### config.mk
export PLATFORM = sky130hd
export DESIGN_NAME = utf8_capped_line_buffer_top
export DESIGN_NICKNAME = d
export VERILOG_FILES = /design/src/utf8lb_pkg.sv /design/src/utf8lb_dp.sv /design/src/utf8lb_ctrl.sv /design/src/utf8lb_top.sv
export SDC_FILE = /design/constraint.sdc
export NUM_CORES = 1
export LEC_CHECK = 0
export BUFFER_PORTS_ARGS = -buffer_cell sky130_fd_sc_hd__buf_2
export CORE_MARGIN = 2
export CORE_UTILIZATION = 50
export CTS_CLUSTER_SIZE = 30
export DETAILED_ROUTE_END_ITERATION = 8
export GPL_TIMING_DRIVEN = 1
export HOLD_SLACK_MARGIN = 0.15
export PLACE_DENSITY = 0.63
export SLEW_MARGIN = 20
export SYNTH_ARGS = -nofsm -noshare
export SYNTH_HDL_FRONTEND = slang
export SYNTH_SLANG_ARGS = --single-unit
### constraint.sdc
create_clock -name clk -period 4.2 [get_ports clk]
set_input_delay 0.21 -clock clk [delete_from_list [all_inputs] [get_ports clk]]
set_output_delay 0.21 -clock clk [all_outputs]
set_load 0.005 [all_outputs]
### src/utf8lb_pkg.sv
// Shared types, codes and helper functions for the UTF-8 capped line buffer.
package utf8lb_pkg;

    // Operation codes carried in a request.
    localparam logic [1:0] OP_PUSH  = 2'd0;
    localparam logic [1:0] OP_BACK  = 2'd1;
    localparam logic [1:0] OP_CLEAR = 2'd2;
    localparam logic [1:0] OP_READ  = 2'd3;

    // Result status codes.
    localparam logic [2:0] ST_DONE    = 3'd0;
    localparam logic [2:0] ST_PENDING = 3'd1;
    localparam logic [2:0] ST_REFUSED = 3'd2;
    localparam logic [2:0] ST_EMPTY   = 3'd3;
    localparam logic [2:0] ST_READ    = 3'd4;

    // Configuration register indexes.
    localparam logic REG_BYTE_CAP = 1'b0;
    localparam logic REG_CP_CAP   = 1'b1;

    localparam logic [5:0] BYTE_CAP_RST = 6'd48;
    localparam logic [5:0] CP_CAP_RST   = 6'd16;

    typedef struct packed {
        logic [1:0] opcode;
        logic [7:0] byte_value;
        logic [5:0] read_index;
    } req_t;

    typedef struct packed {
        logic [2:0] status;
        logic [5:0] byte_count;
        logic [5:0] code_point_count;
        logic [7:0] read_byte;
    } rsp_t;

    // Commands from the controller to the datapath.
    typedef struct packed {
        logic       load_req;
        logic       push_seq;
        logic       commit_wr;
        logic       commit_fin;
        logic       drop_pend;
        logic       cut_init;
        logic       rd_cut;
        logic       cut_dec;
        logic       bs_fin;
        logic       clear_all;
        logic       rd_req;
        logic       set_status;
        logic [2:0] status_code;
        logic       out_load;
    } cmd_t;

    // Status from the datapath to the controller.
    typedef struct packed {
        logic [1:0] opcode;
        logic       seq_done;
        logic       refuse;
        logic       pend_active;
        logic       bytes_zero;
        logic       cut_zero;
        logic       cont_data;
        logic       last_commit;
    } sts_t;

    function automatic logic is_cont(input logic [7:0] b);
        return (b & 8'hC0) == 8'h80;
    endfunction

    function automatic logic [2:0] lead_len(input logic [7:0] b);
        logic [2:0] len;
        if ((b & 8'h80) == 8'h00)      len = 3'd1;
        else if ((b & 8'hE0) == 8'hC0) len = 3'd2;
        else if ((b & 8'hF0) == 8'hE0) len = 3'd3;
        else if ((b & 8'hF8) == 8'hF0) len = 3'd4;
        else                           len = 3'd1;
        return len;
    endfunction

endpackage

### src/utf8lb_dp.sv
// Datapath: request latch, pending sequence, counters, text memory and result register.
module utf8lb_dp
    import utf8lb_pkg::*;
#(
    parameter int STORE_DEPTH = 48
) (
    input  logic       clk,
    input  logic       rst_n,
    input  req_t       req_data,
    input  logic       cfg_wr,
    input  logic       cfg_index,
    input  logic [5:0] cfg_data,
    input  cmd_t       cmd,
    output sts_t       sts,
    output rsp_t       rsp_data
);

    localparam int AW = (STORE_DEPTH > 1) ? $clog2(STORE_DEPTH) : 1;
    localparam int CAP_LIM = (STORE_DEPTH > 63) ? 63 : STORE_DEPTH;
    localparam logic [5:0] CAP_LIM_V = 6'(CAP_LIM);

    req_t       req_reg;
    logic [5:0] byte_cap_reg, byte_cap_next;
    logic [5:0] cp_cap_reg, cp_cap_next;
    logic [5:0] bytes_reg, bytes_next;
    logic [5:0] points_reg, points_next;
    logic [2:0] pend_target_reg, pend_target_next;
    logic [2:0] pend_count_reg, pend_count_next;
    logic [7:0] pend_bytes_reg [4];
    logic [2:0] len_reg;
    logic [1:0] k_reg;
    logic [5:0] cut_reg;
    logic [2:0] status_reg;
    logic       rd_hit_reg;
    logic [7:0] rd_data_reg;
    rsp_t       rsp_reg;

    logic [7:0] text_store [STORE_DEPTH];

    logic       keep_seq;
    logic [2:0] tgt_eff;
    logic [2:0] cnt_eff;
    logic [2:0] new_cnt;
    logic [5:0] eff_cap;
    logic [6:0] want_sum;
    logic [6:0] wr_sum;
    logic [AW-1:0] wr_addr;
    logic [AW-1:0] rd_addr;
    logic       rd_en;

    // A pending sequence survives only if the new byte continues it.
    assign keep_seq = (pend_target_reg != 3'd0) && is_cont(req_reg.byte_value);
    assign tgt_eff  = keep_seq ? pend_target_reg : lead_len(req_reg.byte_value);
    assign cnt_eff  = keep_seq ? pend_count_reg : 3'd0;
    assign new_cnt  = cnt_eff + 3'd1;

    assign eff_cap  = (byte_cap_reg > CAP_LIM_V) ? CAP_LIM_V : byte_cap_reg;
    assign want_sum = {1'b0, bytes_reg} + 7'(tgt_eff);
    assign wr_sum   = {1'b0, bytes_reg} + 7'(k_reg);
    assign wr_addr  = AW'(wr_sum);
    assign rd_addr  = cmd.rd_cut ? AW'(cut_reg) : AW'(req_reg.read_index);
    assign rd_en    = cmd.rd_cut || cmd.rd_req;

    always_comb
    begin
        sts.opcode      = req_reg.opcode;
        sts.seq_done    = new_cnt >= tgt_eff;
        sts.refuse      = (points_reg >= cp_cap_reg) || (want_sum > {1'b0, eff_cap});
        sts.pend_active = pend_target_reg != 3'd0;
        sts.bytes_zero  = bytes_reg == 6'd0;
        sts.cut_zero    = cut_reg == 6'd0;
        sts.cont_data   = is_cont(rd_data_reg);
        sts.last_commit = ({1'b0, k_reg} + 3'd1) == len_reg;
    end

    always_comb
    begin
        byte_cap_next    = byte_cap_reg;
        cp_cap_next      = cp_cap_reg;
        bytes_next       = bytes_reg;
        points_next      = points_reg;
        pend_target_next = pend_target_reg;
        pend_count_next  = pend_count_reg;

        if (cfg_wr)
        begin
            case (cfg_index)
                REG_BYTE_CAP: byte_cap_next = cfg_data;
                REG_CP_CAP:   cp_cap_next   = cfg_data;
                default:      byte_cap_next = byte_cap_reg;
            endcase
        end

        if (cmd.push_seq)
        begin
            if (new_cnt >= tgt_eff)
            begin
                pend_target_next = 3'd0;
                pend_count_next  = 3'd0;
            end
            else
            begin
                pend_target_next = tgt_eff;
                pend_count_next  = new_cnt;
            end
        end

        if (cmd.drop_pend || cmd.clear_all)
        begin
            pend_target_next = 3'd0;
            pend_count_next  = 3'd0;
        end

        if (cmd.commit_fin)
        begin
            bytes_next  = bytes_reg + 6'(len_reg);
            points_next = points_reg + 6'd1;
        end

        if (cmd.bs_fin)
        begin
            bytes_next = cut_reg;
            if (points_reg != 6'd0)
            begin
                points_next = points_reg - 6'd1;
            end
        end

        if (cmd.clear_all)
        begin
            bytes_next  = 6'd0;
            points_next = 6'd0;
        end
    end

    always_ff @(posedge clk or negedge rst_n)
    begin
        if (!rst_n)
        begin
            byte_cap_reg    <= BYTE_CAP_RST;
            cp_cap_reg      <= CP_CAP_RST;
            bytes_reg       <= 6'd0;
            points_reg      <= 6'd0;
            pend_target_reg <= 3'd0;
            pend_count_reg  <= 3'd0;
        end
        else
        begin
            byte_cap_reg    <= byte_cap_next;
            cp_cap_reg      <= cp_cap_next;
            bytes_reg       <= bytes_next;
            points_reg      <= points_next;
            pend_target_reg <= pend_target_next;
            pend_count_reg  <= pend_count_next;
        end
    end

    // Payload registers: no reset needed.
    always_ff @(posedge clk)
    begin
        if (cmd.load_req)
        begin
            req_reg <= req_data;
        end
        if (cmd.push_seq)
        begin
            pend_bytes_reg[cnt_eff[1:0]] <= req_reg.byte_value;
            len_reg <= tgt_eff;
            k_reg   <= 2'd0;
        end
        else if (cmd.commit_wr)
        begin
            k_reg <= k_reg + 2'd1;
        end
        if (cmd.cut_init)
        begin
            cut_reg <= bytes_reg - 6'd1;
        end
        else if (cmd.cut_dec)
        begin
            cut_reg <= cut_reg - 6'd1;
        end
        if (cmd.set_status)
        begin
            status_reg <= cmd.status_code;
            rd_hit_reg <= cmd.rd_req && (req_reg.read_index < bytes_reg);
        end
        if (cmd.out_load)
        begin
            rsp_reg.status           <= status_reg;
            rsp_reg.byte_count       <= bytes_reg;
            rsp_reg.code_point_count <= points_reg;
            rsp_reg.read_byte        <= rd_hit_reg ? rd_data_reg : 8'd0;
        end
    end

    // Single-port text memory with registered read data.
    always_ff @(posedge clk)
    begin
        if (cmd.commit_wr)
        begin
            text_store[wr_addr] <= pend_bytes_reg[k_reg];
        end
        if (rd_en)
        begin
            rd_data_reg <= text_store[rd_addr];
        end
    end

    assign rsp_data = rsp_reg;

    a_pend_count: assert property (@(posedge clk) disable iff (!rst_n)
        (pend_target_reg != 3'd0) |-> (pend_count_reg < pend_target_reg))
        else $error("pending count not below its target");

    a_bytes_lim: assert property (@(posedge clk) disable iff (!rst_n)
        bytes_reg <= CAP_LIM_V)
        else $error("committed bytes beyond the store");

    a_commit_clean: assert property (@(posedge clk) disable iff (!rst_n)
        cmd.commit_wr |-> (pend_target_reg == 3'd0 && len_reg != 3'd0))
        else $error("commit while a sequence is still pending");

endmodule

### src/utf8lb_ctrl.sv
// Controller state machine that sequences each request through the datapath.
module utf8lb_ctrl
    import utf8lb_pkg::*;
(
    input  logic clk,
    input  logic rst_n,
    input  logic req_valid,
    output logic req_stall,
    output logic rsp_valid,
    input  logic rsp_stall,
    input  sts_t sts,
    output cmd_t cmd
);

    typedef enum logic [2:0] {
        S_IDLE,
        S_EXEC,
        S_COMMIT,
        S_BS_READ,
        S_BS_TEST,
        S_FINISH
    } state_t;

    state_t state_reg, state_next;
    logic   rsp_valid_reg, rsp_valid_next;
    logic   slot_free;

    assign slot_free = !rsp_valid_reg || !rsp_stall;
    assign req_stall = state_reg != S_IDLE;
    assign rsp_valid = rsp_valid_reg;

    always_comb
    begin
        cmd            = '0;
        state_next     = state_reg;
        rsp_valid_next = rsp_valid_reg && rsp_stall;

        case (state_reg)
            S_IDLE:
            begin
                if (req_valid)
                begin
                    cmd.load_req = 1'b1;
                    state_next   = S_EXEC;
                end
            end
            S_EXEC:
            begin
                case (sts.opcode)
                    OP_PUSH:
                    begin
                        cmd.push_seq = 1'b1;
                        if (!sts.seq_done)
                        begin
                            cmd.set_status  = 1'b1;
                            cmd.status_code = ST_PENDING;
                            state_next      = S_FINISH;
                        end
                        else if (sts.refuse)
                        begin
                            cmd.set_status  = 1'b1;
                            cmd.status_code = ST_REFUSED;
                            state_next      = S_FINISH;
                        end
                        else
                        begin
                            state_next = S_COMMIT;
                        end
                    end
                    OP_BACK:
                    begin
                        cmd.set_status = 1'b1;
                        if (sts.pend_active)
                        begin
                            cmd.drop_pend   = 1'b1;
                            cmd.status_code = ST_DONE;
                            state_next      = S_FINISH;
                        end
                        else if (sts.bytes_zero)
                        begin
                            cmd.status_code = ST_EMPTY;
                            state_next      = S_FINISH;
                        end
                        else
                        begin
                            cmd.cut_init    = 1'b1;
                            cmd.status_code = ST_DONE;
                            state_next      = S_BS_READ;
                        end
                    end
                    OP_CLEAR:
                    begin
                        cmd.clear_all   = 1'b1;
                        cmd.set_status  = 1'b1;
                        cmd.status_code = ST_DONE;
                        state_next      = S_FINISH;
                    end
                    default:
                    begin
                        cmd.rd_req      = 1'b1;
                        cmd.set_status  = 1'b1;
                        cmd.status_code = ST_READ;
                        state_next      = S_FINISH;
                    end
                endcase
            end
            S_COMMIT:
            begin
                cmd.commit_wr = 1'b1;
                if (sts.last_commit)
                begin
                    cmd.commit_fin  = 1'b1;
                    cmd.set_status  = 1'b1;
                    cmd.status_code = ST_DONE;
                    state_next      = S_FINISH;
                end
            end
            S_BS_READ:
            begin
                // The walk never tests the byte at position zero.
                if (sts.cut_zero)
                begin
                    cmd.bs_fin = 1'b1;
                    state_next = S_FINISH;
                end
                else
                begin
                    cmd.rd_cut = 1'b1;
                    state_next = S_BS_TEST;
                end
            end
            S_BS_TEST:
            begin
                if (sts.cont_data)
                begin
                    cmd.cut_dec = 1'b1;
                    state_next  = S_BS_READ;
                end
                else
                begin
                    cmd.bs_fin = 1'b1;
                    state_next = S_FINISH;
                end
            end
            S_FINISH:
            begin
                if (slot_free)
                begin
                    cmd.out_load   = 1'b1;
                    rsp_valid_next = 1'b1;
                    state_next     = S_IDLE;
                end
            end
            default:
            begin
                state_next = S_IDLE;
            end
        endcase
    end

    always_ff @(posedge clk or negedge rst_n)
    begin
        if (!rst_n)
        begin
            state_reg     <= S_IDLE;
            rsp_valid_reg <= 1'b0;
        end
        else
        begin
            state_reg     <= state_next;
            rsp_valid_reg <= rsp_valid_next;
        end
    end

    a_accept_exec: assert property (@(posedge clk) disable iff (!rst_n)
        (req_valid && !req_stall) |=> (state_reg == S_EXEC))
        else $error("accepted request did not move to execution");

    a_finish_out: assert property (@(posedge clk) disable iff (!rst_n)
        (state_reg == S_FINISH && slot_free) |=> (rsp_valid_reg && state_reg == S_IDLE))
        else $error("finished request did not produce a result");

    a_load_free: assert property (@(posedge clk) disable iff (!rst_n)
        cmd.out_load |-> slot_free)
        else $error("result register overwritten before it was taken");

endmodule

### src/utf8lb_top.sv
// Top level of the UTF-8 capped line buffer: ports, configuration and wiring.
//
// The buffer takes one request at a time and gives exactly one result for it.
// Clear, read, a refused or still-pending push, a backspace on an empty buffer
// and a backspace that only drops a pending sequence go from the execute state
// straight to the finish state. A push that completes a code point of n bytes
// first passes through the commit state, since the single-port text memory is
// written one byte per cycle. A backspace that removes a committed code point
// walks back over the stored bytes, reading each from memory and then testing
// it; the walk stops on a byte that is not a continuation byte or when it
// reaches position zero, which it does not test. The result register lets a
// new request be accepted while the previous result is still waiting; the next
// result waits for it to be taken. Configuration writes are accepted in every cycle.
module utf8_capped_line_buffer_top
    import utf8lb_pkg::*;
#(
    parameter int STORE_DEPTH = 48
) (
    input  logic       clk,
    input  logic       rst_n,
    input  logic       req_valid,
    output logic       req_stall,
    input  req_t       req_data,
    output logic       rsp_valid,
    input  logic       rsp_stall,
    output rsp_t       rsp_data,
    input  logic       cfg_valid,
    output logic       cfg_ready,
    input  logic       cfg_index,
    input  logic [5:0] cfg_data
);

    cmd_t cmd;
    sts_t sts;
    logic cfg_wr;

    assign cfg_ready = 1'b1;
    assign cfg_wr    = cfg_valid && cfg_ready;

    utf8lb_ctrl u_ctrl (
        .clk       (clk),
        .rst_n     (rst_n),
        .req_valid (req_valid),
        .req_stall (req_stall),
        .rsp_valid (rsp_valid),
        .rsp_stall (rsp_stall),
        .sts       (sts),
        .cmd       (cmd)
    );

    utf8lb_dp #(
        .STORE_DEPTH (STORE_DEPTH)
    ) u_dp (
        .clk       (clk),
        .rst_n     (rst_n),
        .req_data  (req_data),
        .cfg_wr    (cfg_wr),
        .cfg_index (cfg_index),
        .cfg_data  (cfg_data),
        .cmd       (cmd),
        .sts       (sts),
        .rsp_data  (rsp_data)
    );

endmodule
# Word-level counts from Yosys, hierarchy flattened
# Memories as Yosys holds them, arrays and structs flattened. A register that Yosys moved wholly into a read port is not among the register bits.
# Index checks and enable logic that the tools add are counted.
# Widths: inputs -> output; s select.
[word_totals]
register_bits = 88
latchBits = 0
ram_bits = 416
mem_bits_ro = 0
in_bits = 28
out_inout_bits = 26
elab_cells = 150
mem_count = 2
[mem_list]
columns = ["name", "words", "width", "rd", "rd_ports_with_merged_regs", "wr", "line", "text"]
rows = [
  ["u_dp.text_store", 48, 8, 1, 1, 1, "utf8lb_dp.sv:38", "logic [7:0] text_store [STORE_DEPTH];"],
  ["u_dp.pend_bytes_reg", 4, 8, 1, 1, 1, "utf8lb_dp.sv:29", "logic [7:0] pend_bytes_reg [4];"],
]
[op_classes]
add_sub_neg = 10
n_mul = 0
div = 0
n_lt_le_gt_ge = 5
eq_ne = 16
n_shift = 0
n_mux = 72
bitwise = 1
reduce_logical = 24
[ops]
columns = ["operator", "n"]
rows = [
  ["$mux 6", 11],
  ["$mux 3", 21],
  ["$mux 1", 25],
  ["$pmux 3 s6", 1],
  ["$sub 6x1->6 const B", 3],
  ["$mux 2", 7],
  ["$logic_not 6->1", 2],
  ["$mux 4", 3],
  ["$pmux 4 s3", 1],
  ["$eq 3x3->1 const B", 3],
  ["$reduce_bool 3->1", 3],
  ["$logic_not 8->1", 1],
  ["$pmux 4 s2", 1],
  ["$add 6x3->7", 1],
  ["$gt 7x6->1", 1],
  ["$add 6x1->6 const B", 1],
  ["$add 6x2->6", 1],
  ["$add 6x3->6", 1],
  ["$eq 2x2->1 const B", 3],
  ["$eq 3x2->1 const B", 2],
  ["$ge 6x6->1", 1],
  ["$gt 6x6->1 const B", 1],
  ["$lt 6x6->1", 1],
  ["$pmux 3 s2", 1],
  ["23 further kinds", 32],
]

# Longest topological paths before layout
[depth]
depth_word = 13
depth_mapped = 16
depth_no_buf = 16

# Hierarchy
# A second synthesis with hierarchy kept.
[unflattened]
hier_cells = 1328
area_unflattened_um2 = 21516.9
[by_module_without_submodules]
columns = ["module", "n_inst", "cells_each", "area_per_inst_um2", "seq_area_each_um2"]
rows = [
  ["utf8lb_dp", 1, 1262, 20981.4, 15128.3],
  ["utf8lb_ctrl", 1, 64, 524.3, 100.1],
  ["utf8_capped_line_buffer_top", 1, 2, 11.3, 0.0],
]

# Least setup slack after synthesis
# No wires, ideal clock.
[synth_timing]
path_type = "register -> register"
startpoint = "reg u_dp.pend_target_reg[0]"
endpoint = "reg u_dp.rd_hit_reg, enable pin"
setup_ns = 0.299
arrival_ns = 3.463
required_ns = 3.901
path_slack_ns = 0.439
stages_incl_launch_ff = 17
n_path_buf = 0
period_less_slack_ns = 3.761
path_cell_list = "dfrtp_1 nor3_1 nor2_1 o221ai_1 ha_1 inv_1 fa_1 nor2b_1 o21ai_0 xnor2_1 ha_1 a21o_1 a21o_1 o21bai_1 o2111ai_1 a211oi_1 o21ai_0"
[synth_rtl]
columns = ["element", "line", "text"]
rows = [
  ["from (decl)", "utf8lb_dp.sv:27", "logic [2:0] pend_target_reg, pend_target_next;"],
  ["from (signal assigned)", "utf8lb_dp.sv:153", "pend_target_reg <= pend_target_next;"],
  ["to (signal assigned)", "utf8lb_dp.sv:186", "rd_hit_reg <= cmd.rd_req && (req_reg.read_index < bytes_reg);"],
  ["to (decl)", "utf8lb_dp.sv:34", "logic rd_hit_reg;"],
]

==> results_dict.tcl <==
set metrics [dict create \
    hold_viol 0 \
    synth_compound_area_share_pct 9.29 \
    netlist_area_sq_um 22200 \
    power_per_cell_area_nw_per_um2 614 \
    syn2layout_area_growth_pct 14.6 \
    clock_sinks 514 \
    grt_setup_unrepaired "no" \
    die_h_um 214 \
    mostFrequentLayoutCell "edfxtp_1" \
    insertion_delay_ps 600 \
    grt_pass1_vias 13700 \
    ant_nets 0 \
    synth_area_leaders "edfxtp_1 65%, dfrtp_1 3.5%, mux2i_1 3.4%" \
    layout_setup_ws_ps 252 \
    status "completed" \
    syn_inst 1566 \
    hold_class "primary input to asynchronous set/reset pin" \
    synth_top_area_share_pct 64.5 \
    multi_input_area_sq_um 6460 \
    cp_data_arrival_time_ps 4250 \
    synth_top_family_by_area "simple AND/OR/NAND/NOR gates" \
    slowest_stage "fa_1" \
    final_nets 1769 \
    fin_skew_ps 14.3 \
    std_cell_rows 77 \
    num_io_pins 54 \
    slowest_delay_ps 440 \
    setup_viol 0 \
    crit_path_cell_trace "nor3_1, nor2_1, o221ai_1, ha_1, inv_1, fa_1, nor2b_1, o21ai_0, xnor2_1, ha_1, a21o_1, a21o_1, o21bai_2, o2111ai_2, a211oi_1, o21ai_1" \
    ys_ff_latch 514 \
    synthMuxAreaShare_pct 5.66 \
    ys_types 81 \
    nFillCells 3494 \
    port_buffers 52 \
    drive_gt1_share_pct 14.4 \
    required_ps 4500 \
    cp_max_fo 4 \
    grt_pass1_wl_um 87200 \
    synth_area_leader_cell "edfxtp_1" \
    drc 0 \
    startpoint_type "register" \
    peakVddDrop_mv 0.452 \
    worstSetupPathType "register to register" \
    syn-num-nets 1639 \
    clk_path_buf_depth 3 \
    synthAdderAreaFrac_pct 2.64 \
    max_slew.worst_pin.slew_ps 1070 \
    synth_seq_area_share_pct 68.7 \
    yosysWarnings 0 \
    die-width_um 214 \
    fin_tns_setup_ps 0 \
    maxSlewHeadroom_pct 28.6 \
    p_leak_nw 9.19 \
    layout_common_cells "476 x edfxtp_1, 114 x nand2_1, 109 x and3_1" \
    min_period_ps 3950 \
    gp_congestion 0.880 \
    vias_per_cell 6.00 \
    cp-end-kind "register" \
    ys_async_sr_fraction_pct 6.61 \
    root_buffer "clkbuf_16" \
    pre_cts_ws_ps 193 \
    synth_edf_count 476 \
    core_area_sq_um 43900 \
    place_area_sq_um 23400 \
    grt_use_total_pct 25.4 \
    dpl.hpwl_um 38500 \
    postSynthAreaPerCell_sq_um 14.1 \
    clk_pin_slew_ps 60 \
    dr.pass1.iters 5 \
    maxCapViolCount 0 \
    grt_start_max_net_pins 53 \
    cts_tree "built" \
    ys.flop_type "edfxtp_1" \
    grt_overflow_total 0 \
    final_area_sq_um 25400 \
    synthSimpleGateAreaFrac_pct 10.4 \
    drt_iter0_drc 1475 \
    cts_buffers 53 \
    timing.fmax_mhz 253 \
    die_area_sq_um 46000 \
    final-seq-area_sq_um 15200 \
    fin_crit_sh_pct 94.0 \
    synthXorXnorAreaFrac_pct 0.988 \
    largest_register_ffs 384 \
    antenna_found_initial 0 \
    num_vias 14000 \
    drt_wl_total_um 58100 \
    initial_core_util_pct 50.4 \
    final_max_slew_viol_count 0 \
    post_cts_buffers 0 \
    h-tree-depth 2 \
    routedWlPerCell_um 25.0 \
]
## synthesized netlist by cell type, types with 5 or more instances
library cell	instances
dfrtp_1	31
and2_1	17
o21ai_0	71
nor4_1	7
nand4_1	7
ha_1	42
mux2_2	25
o21bai_1	5
nor2b_1	8
or3_1	10
o2111ai_1	19
xor2_1	6
nand3_1	22
a21oi_1	57
buf_1	5
a31oi_1	7
a221oi_1	5
xnor2_1	19
nor2_1	87
o22ai_1	24
nor3_1	25
inv_1	33
mux2i_1	75
and3_1	109
o31ai_1	11
clkbuf_1	57
or4_1	5
a22o_1	12
nand2b_1	13
o211ai_1	6
nand3b_1	7
mux4_2	8
a21o_1	12
buf_2	12
nand2_1	114
a211oi_1	26
o221ai_1	10
edfxtp_1	476
## per-stage QoR
step / power, mW / hold WS, ps / std cells / utilization, %
finish: 15.6 / 260 / 2328 / 57.8
global route: 16.3 / 329 / 2326 / 57.8
CTS: 15.6 / 253 / 2326 / 57.8
detailed placement: 11.1 / 352 / 2200 / 53.2
global placement: 11.0 / 331 / 2200 / 53.2
floorplan: 9.40 / -85.6 / 1566 / -
## layout make-up
class                      count  area share, %
clock inverter                22          0.956
inverter                      36          0.532
antenna                        2         0.0197
timing repair buffer         156           4.57
multi-input combinational    935           25.5
tap                          592           2.92
sequential                   514           60.0
clock buffer                  71           5.57
## final timing paths
kind	start	end	slack, ps	cells past startpoint
max in group asynchronous	rst_n	u_dp.bytes_reg[5]$_DFFE_PN0P_	3430	2
worst max register to register	u_dp.pend_target_reg[0]$_DFFE_PN0P_	u_dp.rd_hit_reg$_DFFE_PP_	250	16
worst max-delay path	u_dp.pend_target_reg[0]$_DFFE_PN0P_	u_dp.rd_hit_reg$_DFFE_PP_	250	16
worst min register to register	u_dp.status_reg[2]$_DFFE_PP_	u_dp.rsp_data[22]$_DFFE_PP_	430	0
min in group clk	req_data[2]	u_dp.req_reg[2]$_DFFE_PP_	340	2
worst min-delay path	rst_n	u_dp.cp_cap_reg[1]$_DFFE_PN0P_	260	2
## cells by family (layout without fill, tap and decap cells)
group / after synthesis / after routing
buffers and inverters: 117 / 285
flip-flops: 514 / 514
AO/OA/AOI/OAI: 305 / 305
AND/OR/NAND/NOR: 448 / 448
adder cells (fa/ha/maj): 45 / 45
XOR/XNOR: 25 / 25
multiplexers: 111 / 111
other: 1 / 3
## per-layer routing
layer	GRT usage (%)	part of all wire, %	wire length (um)
met1	37.5	43	25200
met5	0	0	0
met2	39.4	47	27000
met3	4.11	7.9	4580
met4	7.08	2.2	1290
## report_power, final
group,switching (mW),internal [mW]
registers,0.376,6.57
logic,2.72,1.36
clock network,1.90,2.66
total,5.00,10.6
## critical path: cells and delay by family, from the launching register on
family                   cells  cell delay, ps
AND/OR/NAND/NOR              3             550
XOR/XNOR                     1             170
AO/OA/AOI/OAI                8            1490
flip-flops                   1             410
buffers and inverters        1              60
adder cells (fa/ha/maj)      3             980
## timing repair
action | CTS | global route
setup endpoints to repair | 0 | 4
resized for setup | 0 | 3
hold endpoints to repair | 68 | 0
hold buffers | 33 | 0
Note: power is estimated with default switching activity, not from simulation.
